--- config.mk ---
export PLATFORM = sky130hd
export DESIGN_NAME = vector_l2_normalizer_flat
export DESIGN_NICKNAME = d
export VERILOG_FILES = /design/src/sv/vln_pkg.sv /design/src/sv/vln_if.sv /design/src/sv/vln_ctrl.sv /design/src/sv/vln_dp.sv /design/src/sv/vector_l2_normalizer.sv /design/src/flat_wrapper.sv
export SDC_FILE = /design/constraint.sdc
export NUM_CORES = 2
export LEC_CHECK = 0
export BUFFER_PORTS_ARGS = -buffer_cell sky130_fd_sc_hd__buf_2
export CAP_MARGIN = 10
export CORE_MARGIN = 5
export CORE_UTILIZATION = 50
export DETAILED_ROUTE_END_ITERATION = 7
export GPL_ROUTABILITY_DRIVEN = 1
export GPL_TIMING_DRIVEN = 0
export HOLD_SLACK_MARGIN = 0.05
export PLACE_DENSITY = 0.74
export SLEW_MARGIN = 20
export SYNTH_ARGS = -nofsm -noshare
export SYNTH_HDL_FRONTEND = slang
export SYNTH_SLANG_ARGS = --single-unit
--- constraint.sdc ---
create_clock -name clock -period 10.3 [get_ports clock]
set_input_delay 0.515 -clock clock [delete_from_list [all_inputs] [get_ports clock]]
set_output_delay 0.515 -clock clock [all_outputs]
set_load 0.02 [all_outputs]
--- src/sv/vln_pkg.sv ---
// ----------------------------------------------------------------------------
// vln_pkg
// Shared widths, register map, controller states and the command/status
// structs that join the controller and the datapath of the L2 normalizer.
// ----------------------------------------------------------------------------
package vln_pkg;

   // element and vector geometry
   localparam int ELEM_BITS  = 16;
   localparam int MAX_DIMS   = 64;
   localparam int DIMS_BITS  = $clog2(MAX_DIMS + 1);
   localparam int ADDR_BITS  = $clog2(MAX_DIMS);

   // Q1.15 result
   localparam int OUT_BITS   = 16;
   localparam int FRAC_BITS  = 15;

   // sum of squares (plus one unit) and its floor square root
   localparam int SUM_BITS   = 2 * (ELEM_BITS - 1) + DIMS_BITS;
   localparam int ROOT_BITS  = (SUM_BITS + 1) / 2;
   localparam int ROOT_CNT_BITS = $clog2(ROOT_BITS);

   // magnitude scaled by 2^FRAC_BITS before the divide
   localparam int NUM_BITS   = ELEM_BITS + FRAC_BITS;

   // divider retires two quotient bits per cycle
   localparam int DIV_RADIX_BITS = 2;
   localparam int DIV_STEPS  = OUT_BITS / DIV_RADIX_BITS;
   localparam int DIV_CNT_BITS = $clog2(DIV_STEPS);

   // register port
   localparam int PADDR_BITS = 3;
   localparam int PDATA_BITS = 32;
   localparam int CSR_IDX_BITS = PADDR_BITS - 2;
   localparam logic [CSR_IDX_BITS-1:0] CSR_IDX_DIMS = '0;
   localparam logic [DIMS_BITS-1:0] DIMS_RESET = DIMS_BITS'(MAX_DIMS);

   typedef enum logic [2:0] {
      ST_COLLECT,
      ST_ROOT_INIT,
      ST_ROOT,
      ST_FETCH,
      ST_LOAD,
      ST_DIVIDE,
      ST_SEND
   } vln_state_type;

   typedef struct packed {
      logic accept;      // store element, add its square
      logic root_start;  // load sum + 1 into the square root unit
      logic root_step;   // one result bit of the square root
      logic div_load;    // load the fetched element into the divider
      logic div_step;    // two quotient bits
      logic out_next;    // result item taken, move to next element
   } vln_cmd_type;

   typedef struct packed {
      logic vec_done;    // the element now offered completes the vector
      logic root_done;   // square root is on its final step
      logic div_done;    // divider is on its final step
      logic last;        // current element is the final one of the vector
   } vln_status_type;

endpackage

--- src/sv/vln_if.sv ---
// ----------------------------------------------------------------------------
// vln_if
// Valid/ready stream channels of the L2 normalizer: element input and
// normalized result output.
// ----------------------------------------------------------------------------
interface vln_req_if;
   logic                                  valid;
   logic                                  ready;
   logic signed [vln_pkg::ELEM_BITS-1:0]  element;

   modport source (output valid, output element, input ready);
   modport sink   (input valid, input element, output ready);
endinterface

interface vln_rsp_if;
   logic                                  valid;
   logic                                  ready;
   logic signed [vln_pkg::OUT_BITS-1:0]   normalized;
   logic                                  last;

   modport source (output valid, output normalized, output last, input ready);
   modport sink   (input valid, input normalized, input last, output ready);
endinterface

--- src/sv/vln_ctrl.sv ---
// ----------------------------------------------------------------------------
// vln_ctrl
// Sequencer: collects a vector, runs the square root, then fetches, divides
// and sends each stored element in turn.
// ----------------------------------------------------------------------------
module vln_ctrl (
   input  logic                    clock,
   input  logic                    reset,
   input  logic                    req_valid,
   output logic                    req_ready,
   output logic                    rsp_valid,
   input  logic                    rsp_ready,
   output vln_pkg::vln_cmd_type    cmd,
   input  vln_pkg::vln_status_type status
);

   vln_pkg::vln_state_type state_ff, state_in;

   // state register
   always_ff @(posedge clock) begin
      if (reset) begin
         state_ff <= vln_pkg::ST_COLLECT;
      end else begin
         state_ff <= state_in;
      end
   end

   // next state and commands
   always_comb begin
      state_in  = state_ff;
      cmd       = '0;
      req_ready = 1'b0;
      rsp_valid = 1'b0;
      unique case (state_ff)
         vln_pkg::ST_COLLECT: begin
            req_ready = 1'b1;
            if (req_valid) begin
               cmd.accept = 1'b1;
               if (status.vec_done) begin
                  state_in = vln_pkg::ST_ROOT_INIT;
               end
            end
         end
         vln_pkg::ST_ROOT_INIT: begin
            cmd.root_start = 1'b1;
            state_in       = vln_pkg::ST_ROOT;
         end
         vln_pkg::ST_ROOT: begin
            cmd.root_step = 1'b1;
            if (status.root_done) begin
               state_in = vln_pkg::ST_FETCH;
            end
         end
         // memory read data lands at the end of this cycle
         vln_pkg::ST_FETCH: begin
            state_in = vln_pkg::ST_LOAD;
         end
         vln_pkg::ST_LOAD: begin
            cmd.div_load = 1'b1;
            state_in     = vln_pkg::ST_DIVIDE;
         end
         vln_pkg::ST_DIVIDE: begin
            cmd.div_step = 1'b1;
            if (status.div_done) begin
               state_in = vln_pkg::ST_SEND;
            end
         end
         vln_pkg::ST_SEND: begin
            rsp_valid = 1'b1;
            if (rsp_ready) begin
               cmd.out_next = 1'b1;
               state_in = status.last ? vln_pkg::ST_COLLECT : vln_pkg::ST_FETCH;
            end
         end
         default: begin
            state_in = vln_pkg::ST_COLLECT;
         end
      endcase
   end

endmodule

--- src/sv/vln_dp.sv ---
// ----------------------------------------------------------------------------
// vln_dp
// Datapath: element store, sum of squares, bit-serial floor square root,
// radix-4 restoring divider and Q1.15 saturation.
// ----------------------------------------------------------------------------
module vln_dp (
   input  logic                                 clock,
   input  logic                                 reset,
   input  vln_pkg::vln_cmd_type                 cmd,
   output vln_pkg::vln_status_type              status,
   input  logic [vln_pkg::DIMS_BITS-1:0]        dims,
   input  logic signed [vln_pkg::ELEM_BITS-1:0] element,
   output logic signed [vln_pkg::OUT_BITS-1:0]  normalized,
   output logic                                 last
);

   localparam int EB = vln_pkg::ELEM_BITS;
   localparam int DB = vln_pkg::DIMS_BITS;
   localparam int AB = vln_pkg::ADDR_BITS;
   localparam int SB = vln_pkg::SUM_BITS;
   localparam int RB = vln_pkg::ROOT_BITS;
   localparam int OB = vln_pkg::OUT_BITS;
   localparam int NB = vln_pkg::NUM_BITS;
   localparam int RCB = vln_pkg::ROOT_CNT_BITS;
   localparam int DCB = vln_pkg::DIV_CNT_BITS;
   localparam logic [SB-1:0] ROOT_BIT_INIT = SB'(1) << (2 * (RB - 1));
   localparam logic [OB-1:0] POS_MAX = OB'((1 << vln_pkg::FRAC_BITS) - 1);
   localparam logic [OB-1:0] NEG_MAG = OB'(1 << vln_pkg::FRAC_BITS);

   // element store
   logic signed [EB-1:0] store_mem [vln_pkg::MAX_DIMS];
   logic signed [EB-1:0] rd_data_ff;

   logic [DB-1:0] count_ff;
   logic [AB-1:0] idx_ff;
   logic [SB-1:0] sum_ff;

   // square root unit
   logic [SB-1:0]  val_ff, val_in;
   logic [SB:0]    res_ff, res_in;
   logic [SB-1:0]  bit_ff;
   logic [RCB-1:0] root_cnt_ff;
   logic [RB-1:0]  norm_ff;
   logic [SB:0]    root_trial;

   // divider
   logic [RB-1:0]  rem_ff, rem_in;
   logic [OB-1:0]  tail_ff, tail_in;
   logic [OB-1:0]  quo_ff, quo_in;
   logic           neg_ff;
   logic [DCB-1:0] div_cnt_ff;
   logic [RB:0]    div_wide;

   logic [EB-1:0]   in_mag;
   logic [2*EB-1:0] in_square;
   logic [EB-1:0]   rd_mag;
   logic [NB-1:0]   rd_scaled;
   logic [DB-1:0]   eff_dims;
   logic [DB-1:0]   count_inc;

   // effective vector length: zero acts as one, oversize clamps
   always_comb begin
      priority if (dims == '0) begin
         eff_dims = DB'(1);
      end else if (dims > DB'(vln_pkg::MAX_DIMS)) begin
         eff_dims = DB'(vln_pkg::MAX_DIMS);
      end else begin
         eff_dims = dims;
      end
   end

   assign count_inc = count_ff + DB'(1);
   assign in_mag    = element[EB-1] ? EB'(-element) : EB'(element);
   assign in_square = in_mag * in_mag;
   assign rd_mag    = rd_data_ff[EB-1] ? EB'(-rd_data_ff) : EB'(rd_data_ff);
   assign rd_scaled = {rd_mag, {vln_pkg::FRAC_BITS{1'b0}}};

   assign status.vec_done  = (count_inc >= eff_dims);
   assign status.root_done = (root_cnt_ff == RCB'(RB - 1));
   assign status.div_done  = (div_cnt_ff == DCB'(vln_pkg::DIV_STEPS - 1));
   assign status.last      = ({1'b0, idx_ff} == DB'(count_ff - DB'(1)));
   assign last             = status.last;

   // store write and registered read
   always_ff @(posedge clock) begin
      if (cmd.accept) begin
         store_mem[count_ff[AB-1:0]] <= element;
      end
      rd_data_ff <= store_mem[idx_ff];
   end

   // element count, read index and running sum
   always_ff @(posedge clock) begin
      if (reset) begin
         count_ff <= '0;
         idx_ff   <= '0;
         sum_ff   <= '0;
      end else begin
         if (cmd.accept) begin
            count_ff <= count_inc;
            sum_ff   <= sum_ff + SB'(in_square);
         end else if (cmd.root_start) begin
            sum_ff <= '0;
         end
         if (cmd.out_next) begin
            if (status.last) begin
               idx_ff   <= '0;
               count_ff <= '0;
            end else begin
               idx_ff <= idx_ff + AB'(1);
            end
         end
      end
   end

   // one square root step: try res + bit against the remaining value
   always_comb begin
      root_trial = res_ff + {1'b0, bit_ff};
      if ({1'b0, val_ff} >= root_trial) begin
         val_in = val_ff - root_trial[SB-1:0];
         res_in = (res_ff >> 1) + {1'b0, bit_ff};
      end else begin
         val_in = val_ff;
         res_in = res_ff >> 1;
      end
   end

   always_ff @(posedge clock) begin
      if (reset) begin
         root_cnt_ff <= '0;
         norm_ff     <= '0;
      end else begin
         if (cmd.root_start) begin
            root_cnt_ff <= '0;
         end else if (cmd.root_step) begin
            root_cnt_ff <= root_cnt_ff + RCB'(1);
            if (status.root_done) begin
               norm_ff <= (res_in == '0) ? RB'(1) : res_in[RB-1:0];
            end
         end
      end
   end

   always_ff @(posedge clock) begin
      if (cmd.root_start) begin
         val_ff <= sum_ff + SB'(1);
         res_ff <= '0;
         bit_ff <= ROOT_BIT_INIT;
      end else if (cmd.root_step) begin
         val_ff <= val_in;
         res_ff <= res_in;
         bit_ff <= bit_ff >> 2;
      end
   end

   // two restoring divide steps per cycle
   always_comb begin
      rem_in   = rem_ff;
      tail_in  = tail_ff;
      quo_in   = quo_ff;
      div_wide = '0;
      for (int i = 0; i < vln_pkg::DIV_RADIX_BITS; i++) begin
         div_wide = {rem_in, tail_in[OB-1]};
         tail_in  = tail_in << 1;
         if (div_wide >= {1'b0, norm_ff}) begin
            div_wide = div_wide - {1'b0, norm_ff};
            quo_in   = {quo_in[OB-2:0], 1'b1};
         end else begin
            quo_in   = {quo_in[OB-2:0], 1'b0};
         end
         rem_in = div_wide[RB-1:0];
      end
   end

   always_ff @(posedge clock) begin
      if (reset) begin
         div_cnt_ff <= '0;
      end else if (cmd.div_load) begin
         div_cnt_ff <= '0;
      end else if (cmd.div_step) begin
         div_cnt_ff <= div_cnt_ff + DCB'(1);
      end
   end

   always_ff @(posedge clock) begin
      if (cmd.div_load) begin
         rem_ff  <= RB'(rd_scaled[NB-1:OB]);
         tail_ff <= rd_scaled[OB-1:0];
         quo_ff  <= '0;
         neg_ff  <= rd_data_ff[EB-1];
      end else if (cmd.div_step) begin
         rem_ff  <= rem_in;
         tail_ff <= tail_in;
         quo_ff  <= quo_in;
      end
   end

   // sign and Q1.15 saturation
   always_comb begin
      if (neg_ff) begin
         normalized = (quo_ff > NEG_MAG) ? $signed(NEG_MAG) : $signed(OB'(-quo_ff));
      end else begin
         normalized = (quo_ff > POS_MAX) ? $signed(POS_MAX) : $signed(quo_ff);
      end
   end

endmodule

--- src/sv/vector_l2_normalizer.sv ---
// ----------------------------------------------------------------------------
// vector_l2_normalizer
// L2 normalization of a stream of signed vectors into Q1.15 results.
// ----------------------------------------------------------------------------
// Elements are taken one per cycle until the vector holds dims of them
// (dims 0 acts as 1, above 64 as 64). After the final element the block
// takes the floor square root of the sum of squares plus one (one result
// bit per cycle), then sends each element as trunc(e * 32768 / N)
// saturated to 16 bits, with last set on the final one. Each result
// passes through a store read, a divider load, the two-bit-per-cycle
// divider and the send, which waits for the sink to be ready. No new
// element is taken until the last result of the vector is sent.
// dims is register 0 (byte address 0) of the register port.
module vector_l2_normalizer (
   input  logic                               clock,
   input  logic                               reset,
   input  logic                               csr_psel,
   input  logic                               csr_penable,
   input  logic                               csr_pwrite,
   input  logic [vln_pkg::PADDR_BITS-1:0]     csr_paddr,
   input  logic [vln_pkg::PDATA_BITS-1:0]     csr_pwdata,
   output logic [vln_pkg::PDATA_BITS-1:0]     csr_prdata,
   output logic                               csr_pready,
   vln_req_if.sink                            req_ch,
   vln_rsp_if.source                          rsp_ch
);

   logic [vln_pkg::DIMS_BITS-1:0] dims_ff;
   logic                          dims_sel;
   vln_pkg::vln_cmd_type          cmd;
   vln_pkg::vln_status_type       status;

   assign csr_pready = 1'b1;
   assign dims_sel   = (csr_paddr[vln_pkg::PADDR_BITS-1:2] == vln_pkg::CSR_IDX_DIMS);

   // dims register
   always_ff @(posedge clock) begin
      if (reset) begin
         dims_ff <= vln_pkg::DIMS_RESET;
      end else if (csr_psel && csr_penable && csr_pwrite && dims_sel) begin
         dims_ff <= csr_pwdata[vln_pkg::DIMS_BITS-1:0];
      end
   end

   assign csr_prdata = dims_sel ? vln_pkg::PDATA_BITS'(dims_ff) : '0;

   vln_ctrl u_ctrl (
      .clock     (clock),
      .reset     (reset),
      .req_valid (req_ch.valid),
      .req_ready (req_ch.ready),
      .rsp_valid (rsp_ch.valid),
      .rsp_ready (rsp_ch.ready),
      .cmd       (cmd),
      .status    (status)
   );

   vln_dp u_dp (
      .clock      (clock),
      .reset      (reset),
      .cmd        (cmd),
      .status     (status),
      .dims       (dims_ff),
      .element    (req_ch.element),
      .normalized (rsp_ch.normalized),
      .last       (rsp_ch.last)
   );

endmodule

--- src/flat_wrapper.sv ---
// flat-port wrapper written by rule: the top's interface ports become plain ports
module vector_l2_normalizer_flat 
  (clock, reset, csr_psel, csr_penable, csr_pwrite, csr_paddr, csr_pwdata, csr_prdata, csr_pready, req_ch_valid, req_ch_element, req_ch_ready, rsp_ch_valid, rsp_ch_normalized, rsp_ch_last, rsp_ch_ready);
  vln_req_if req_ch_i ();
  vln_rsp_if rsp_ch_i ();
  input  logic clock;
  input  logic reset;
  input  logic csr_psel;
  input  logic csr_penable;
  input  logic csr_pwrite;
  input  logic [vln_pkg::PADDR_BITS-1:0] csr_paddr;
  input  logic [vln_pkg::PDATA_BITS-1:0] csr_pwdata;
  output logic [vln_pkg::PDATA_BITS-1:0] csr_prdata;
  output logic csr_pready;
  input wire logic [$bits(req_ch_i.valid)-1:0] req_ch_valid;
  input wire logic [$bits(req_ch_i.element)-1:0] req_ch_element;
  output wire logic [$bits(req_ch_i.ready)-1:0] req_ch_ready;
  output wire logic [$bits(rsp_ch_i.valid)-1:0] rsp_ch_valid;
  output wire logic [$bits(rsp_ch_i.normalized)-1:0] rsp_ch_normalized;
  output wire logic [$bits(rsp_ch_i.last)-1:0] rsp_ch_last;
  input wire logic [$bits(rsp_ch_i.ready)-1:0] rsp_ch_ready;
  assign req_ch_i.valid = req_ch_valid;
  assign req_ch_i.element = req_ch_element;
  assign req_ch_ready = req_ch_i.ready;
  assign rsp_ch_valid = rsp_ch_i.valid;
  assign rsp_ch_normalized = rsp_ch_i.normalized;
  assign rsp_ch_last = rsp_ch_i.last;
  assign rsp_ch_i.ready = rsp_ch_ready;
  vector_l2_normalizer u_core (.clock(clock), .reset(reset), .csr_psel(csr_psel), .csr_penable(csr_penable), .csr_pwrite(csr_pwrite), .csr_paddr(csr_paddr), .csr_pwdata(csr_pwdata), .csr_prdata(csr_prdata), .csr_pready(csr_pready), .req_ch(req_ch_i), .rsp_ch(rsp_ch_i));
endmodule
==> summary.txt <==
Outcome
  • Status: complete, no violations

Final layout
  • Area grow syn2layout: 11.7%
  • Fillers: approximately 10000
  • Nets: 5530
  • Share of cells above drive strength 1: between 10% and 20%

STA
  • Max frequency: 101 MHz
  • RSZ-0062 raised after global routing: no
  • Period utilisation layout: 95.8%
  • Relative slew slack: a little under a fifth
  • Period minus WS final: a little under 10 ns
  • Min setup slack post-route: about 0.43 ns
  • Clk_skew: slightly below 0.06 ns
  • Final hold slack: between 0.1 and 0.15 ns
  • Final setup vio count: 0
  • Worst Max-Slew Pin Slew: 1.21 ns
  • Fin. Hold Viols: 0
  • TNS Setup: 0 ns
  • Slew Limit Fails: 0

Routing
  • Routed via count: about 42000
  • Vias per cell: ~6.1
  • Detail Route Antenna Nets: 0
  • DRC viols: 0
  • DR pass1 iterations: 8
  • Routed WL: about 180000 um
  • Iteration-0 DRC Markers: 4834
  • DR WL/cell: about 26 um

Power and ir drop
  • Worst VDD drop: between 600 and 700 uV
  • Leakage power: around 26 nW
  • Comb pwr share: between 50% and 60%
  • Pwr Total: 21.3 mW
  • PD cells: between 200 and 300 mW/mm2
  • Pint: ~13 mW
  • Sw Share: 40.4%
  • Net switching power: around 8.6 mW
  • Sequential share of power: 29.0%
  • Clk network pwr share: between 20% and 30%

Hold path
  • HP Start: csr_pwdata[6]
  • Worst min path class: in2reg
  • Hold path endpoint: u_core.dims_ff[6]$_SDFFE_PP1P_
  • Hold depth: 4

Placement
  • GPL Wtd Cong: between 0.9 and 1
  • PortBufs: 56
  • Place WS: -0.664 ns
  • Hpwl dp: 120000 um

Setup path
  • R2r startpoint: u_core.u_dp.norm_ff[0]$_SDFFE_PP0P_
  • Reg-to-Reg End: u_core.u_dp.rem_ff[5]$_DFFE_PP_
  • Setup Crit Path Kind: in2reg
  • Critical Path Stages: 29
  • CP max stage cell: xor2_1
  • CP max stage delay: between 0.9 and 1 ns
  • Cell family with most CP delay: adder cells
  • Critical Path Most Common Cell: fa_1
  • R2r setup slk: between 2 and 2.5 ns
  • Worst EP required: 10.89 ns
  • Reg2reg path depth: 28
  • Critical path launch point type: input port
  • Critical path fanouts, max: 39
  • CP Buf/Inv Count: 7
  • Arrival time at the worst endpoint: around 10 ns
  • CP endpoint kind: register

Synthesis
  • Most common cell in the synthesized netlist: edfxtp_1
  • Ys async rst share: 0%
  • Ys flop type: edfxtp_1
  • Synthesized area: 0.0651 mm2
  • Largest area contributor in the netlist: edfxtp_1
  • Most instantiated cells after synthesis: edfxtp_1, inv_1, nand2_1
  • EDFF count, synth: between 1000 and 1500
  • Mapped Cells: ~4800
  • Top cell type's share of synthesized area: around 50%
  • Ys Warns: 0
  • Seq cells post-synth: between 1000 and 1500
  • Post-synth cell types: 98
  • Mapped Avg Cell Area: 13.7 um2
  • Sequential fraction of the synthesis area: a little under three fifths
  • Synth top area cells: edfxtp_1, mux4_2, fa_1

CTS
  • Worst-path clk slew: approximately 0.060 ns
  • Maximum buffer depth of the clock tree: 3
  • Root Buffer: clkbuf_16
  • Postcts setup bufs: 0
  • TritonCTS clock tree: done
  • Worst-skew pair later-pin latency: slightly below 0.8 ns
  • CTS Buf Count: 119
  • Clk sinks: 1258
  • H-tree depth: 3

Global routing
  • Initial antenna violation count: 17
  • Grt ovf: 0
  • Largest net degree at the start of global routing: 70
  • First-pass GRT wire length: ~270000 um
  • Vias in the first global route: approximately 42000
  • GRT Util Overall: between 20% and 30%

Floorplanning
  • Starting Density: approximately half
  • Core area: about 0.13 mm2
  • Die area: 0.137 mm2
  • Die X-Extent: between 300 and 400 um
  • Number of top-level pins: 110
  • Die Y: 371 um
  • Row count: about 130

Run
  • Total of max-cap violations: 0
-- per-layer routing --
| metal | wire length [um] | part of all wire (%) | global-route usage, % |
|---|---|---|---|
| met4 | 9690 | 5.5 | 11.9 |
| met3 | 15700 | 8.9 | 4.83 |
| met1 | 66300 | 37 | 33.3 |
| met2 | 85100 | 48 | 42.7 |
| met5 | 77 | 0.044 | 0 |
-- cells in the final DEF, fill, tap and decap left out, drive strengths merged, types with 12 or more instances in the layout --
master,netlist,final
inv,441,446
conb,2,37
mux2i,18,18
a31oi,51,51
o311ai,14,14
mux2,15,15
or3,32,32
o31ai,16,16
o21bai,29,29
nor2b,33,33
buf,79,191
ha,237,237
o21ai,134,134
nand4,29,29
a211oi,56,56
clkinv,4,57
and2,19,19
o211ai,16,16
o21a,16,16
edfxtp,1078,1078
nor4,15,15
nor2,341,341
xor2,99,99
and3,26,26
fa,197,197
nor3,54,54
nand2,371,371
a22o,12,12
nand2b,25,25
a21o,49,49
clkbuf,160,309
xnor2,145,145
a21oi,191,191
nand3,89,89
or2,12,12
mux4,336,336
dfxtp,180,180
-- state kept, by name, summed over array words and instances (netlist names) --
register and count:
u_core.u_dp.rem_ff 19, u_core.u_dp.quo_ff 16, u_core.u_dp.neg_ff 1, u_core.dims_ff 7, u_core.u_dp.store_mem 1024, u_core.u_dp.bit_ff 19
u_core.u_dp.div_cnt_ff 3, u_core.u_dp.rd_data_ff 16, u_core.u_dp.val_ff 37, u_core.u_dp.sum_ff 37, u_core.u_dp.tail_ff 1, u_core.u_dp.norm_ff 19
u_core.u_dp.root_cnt_ff 5, u_core.u_dp.idx_ff 6, u_core.u_dp.res_ff 38, u_core.u_dp.count_ff 7, u_core.u_ctrl.state_ff 3
-- repair_timing --
item,in CTS,in global routing
hold buffers,6,0
gates resized for setup,0,6
endpoints found under the setup margin,0,9
endpoints found under the hold margin,6,0
-- power by group through the flow --
| stage | Combinational (mW) | Sequential [mW] | Clock (mW) |
|---|---|---|---|
| final | 10.7 | 6.17 | 4.43 |
| after floorplan | 7.95 | 6.19 | 0 |
| after detailed placement | 10.4 | 6.27 | 0 |
| after global routing | 12.0 | 6.19 | 4.69 |
| after global placement | 10.2 | 6.27 | 0 |
| after CTS | 10.5 | 6.16 | 4.47 |
-- how the worst max path moves through the flow --
stage	endpoint	start
2_1_floorplan	u_core.u_dp.sum_ff[35]$_SDFFE_PP0P_	req_ch_element[5]
3_3_place_gp	u_core.u_dp.sum_ff[35]$_SDFFE_PP0P_	req_ch_element[0]
3_5_place_dp	u_core.u_dp.sum_ff[35]$_SDFFE_PP0P_	req_ch_element[0]
4_1_cts	u_core.u_dp.sum_ff[35]$_SDFFE_PP0P_	req_ch_element[0]
5_1_grt	u_core.u_dp.sum_ff[33]$_SDFFE_PP0P_	req_ch_element[6]
6_report	u_core.u_dp.sum_ff[36]$_SDFFE_PP0P_	req_ch_element[15]
-- tightest hold or removal path: cells and delay by family --
family / cells / cell delay [ns]
and+or+nand+nor: 1 / 0.10
AOI/OAI and AO/OA: 1 / 0.11
buffers and inverters: 2 / 0.11
-- cells by family after synthesis --
kind of cell / Yosys count / share of synthesized area, %
multiplexers: 369 / 12.2
adder cells (fa/ha/maj): 434 / 10.6
AND/OR/NAND/NOR: 1090 / 7.62
buffers and inverters: 684 / 4.14
XOR/XNOR: 244 / 3.28
AO/OA/AOI/OAI: 677 / 6.86
flip-flops: 1258 / 55.3
other: 2 / 0.0115
-- metrics by stage --
| stage | instance area (um2) | utilization [%] | instances |
|---|---|---|---|
| global route | 72700 | 56.1 | 6879 |
| detailed placement | 68700 | 53.0 | 6652 |
| CTS | 72600 | 56.1 | 6878 |
| floorplan | 65200 | - | 4793 |
| global placement | 67700 | 52.2 | 6591 |
| finish | 72700 | 56.1 | 6886 |
-- area by class of cell --
type | count | area (um2) | share of cell area (%)
multi-input combinational | 2851 | 26800 | 36.8
sequential | 1258 | 36000 | 49.5
clock buffer | 143 | 3160 | 4.35
antenna | 7 | 17.5 | 0.0241
timing repair buffer | 124 | 1160 | 1.60
tap | 1742 | 2180 | 3.00
buffer | 239 | 1040 | 1.43
clock inverter | 77 | 734 | 1.01
inverter | 445 | 1670 | 2.30
No activity file was read; power rests on OpenSTA's default activity.
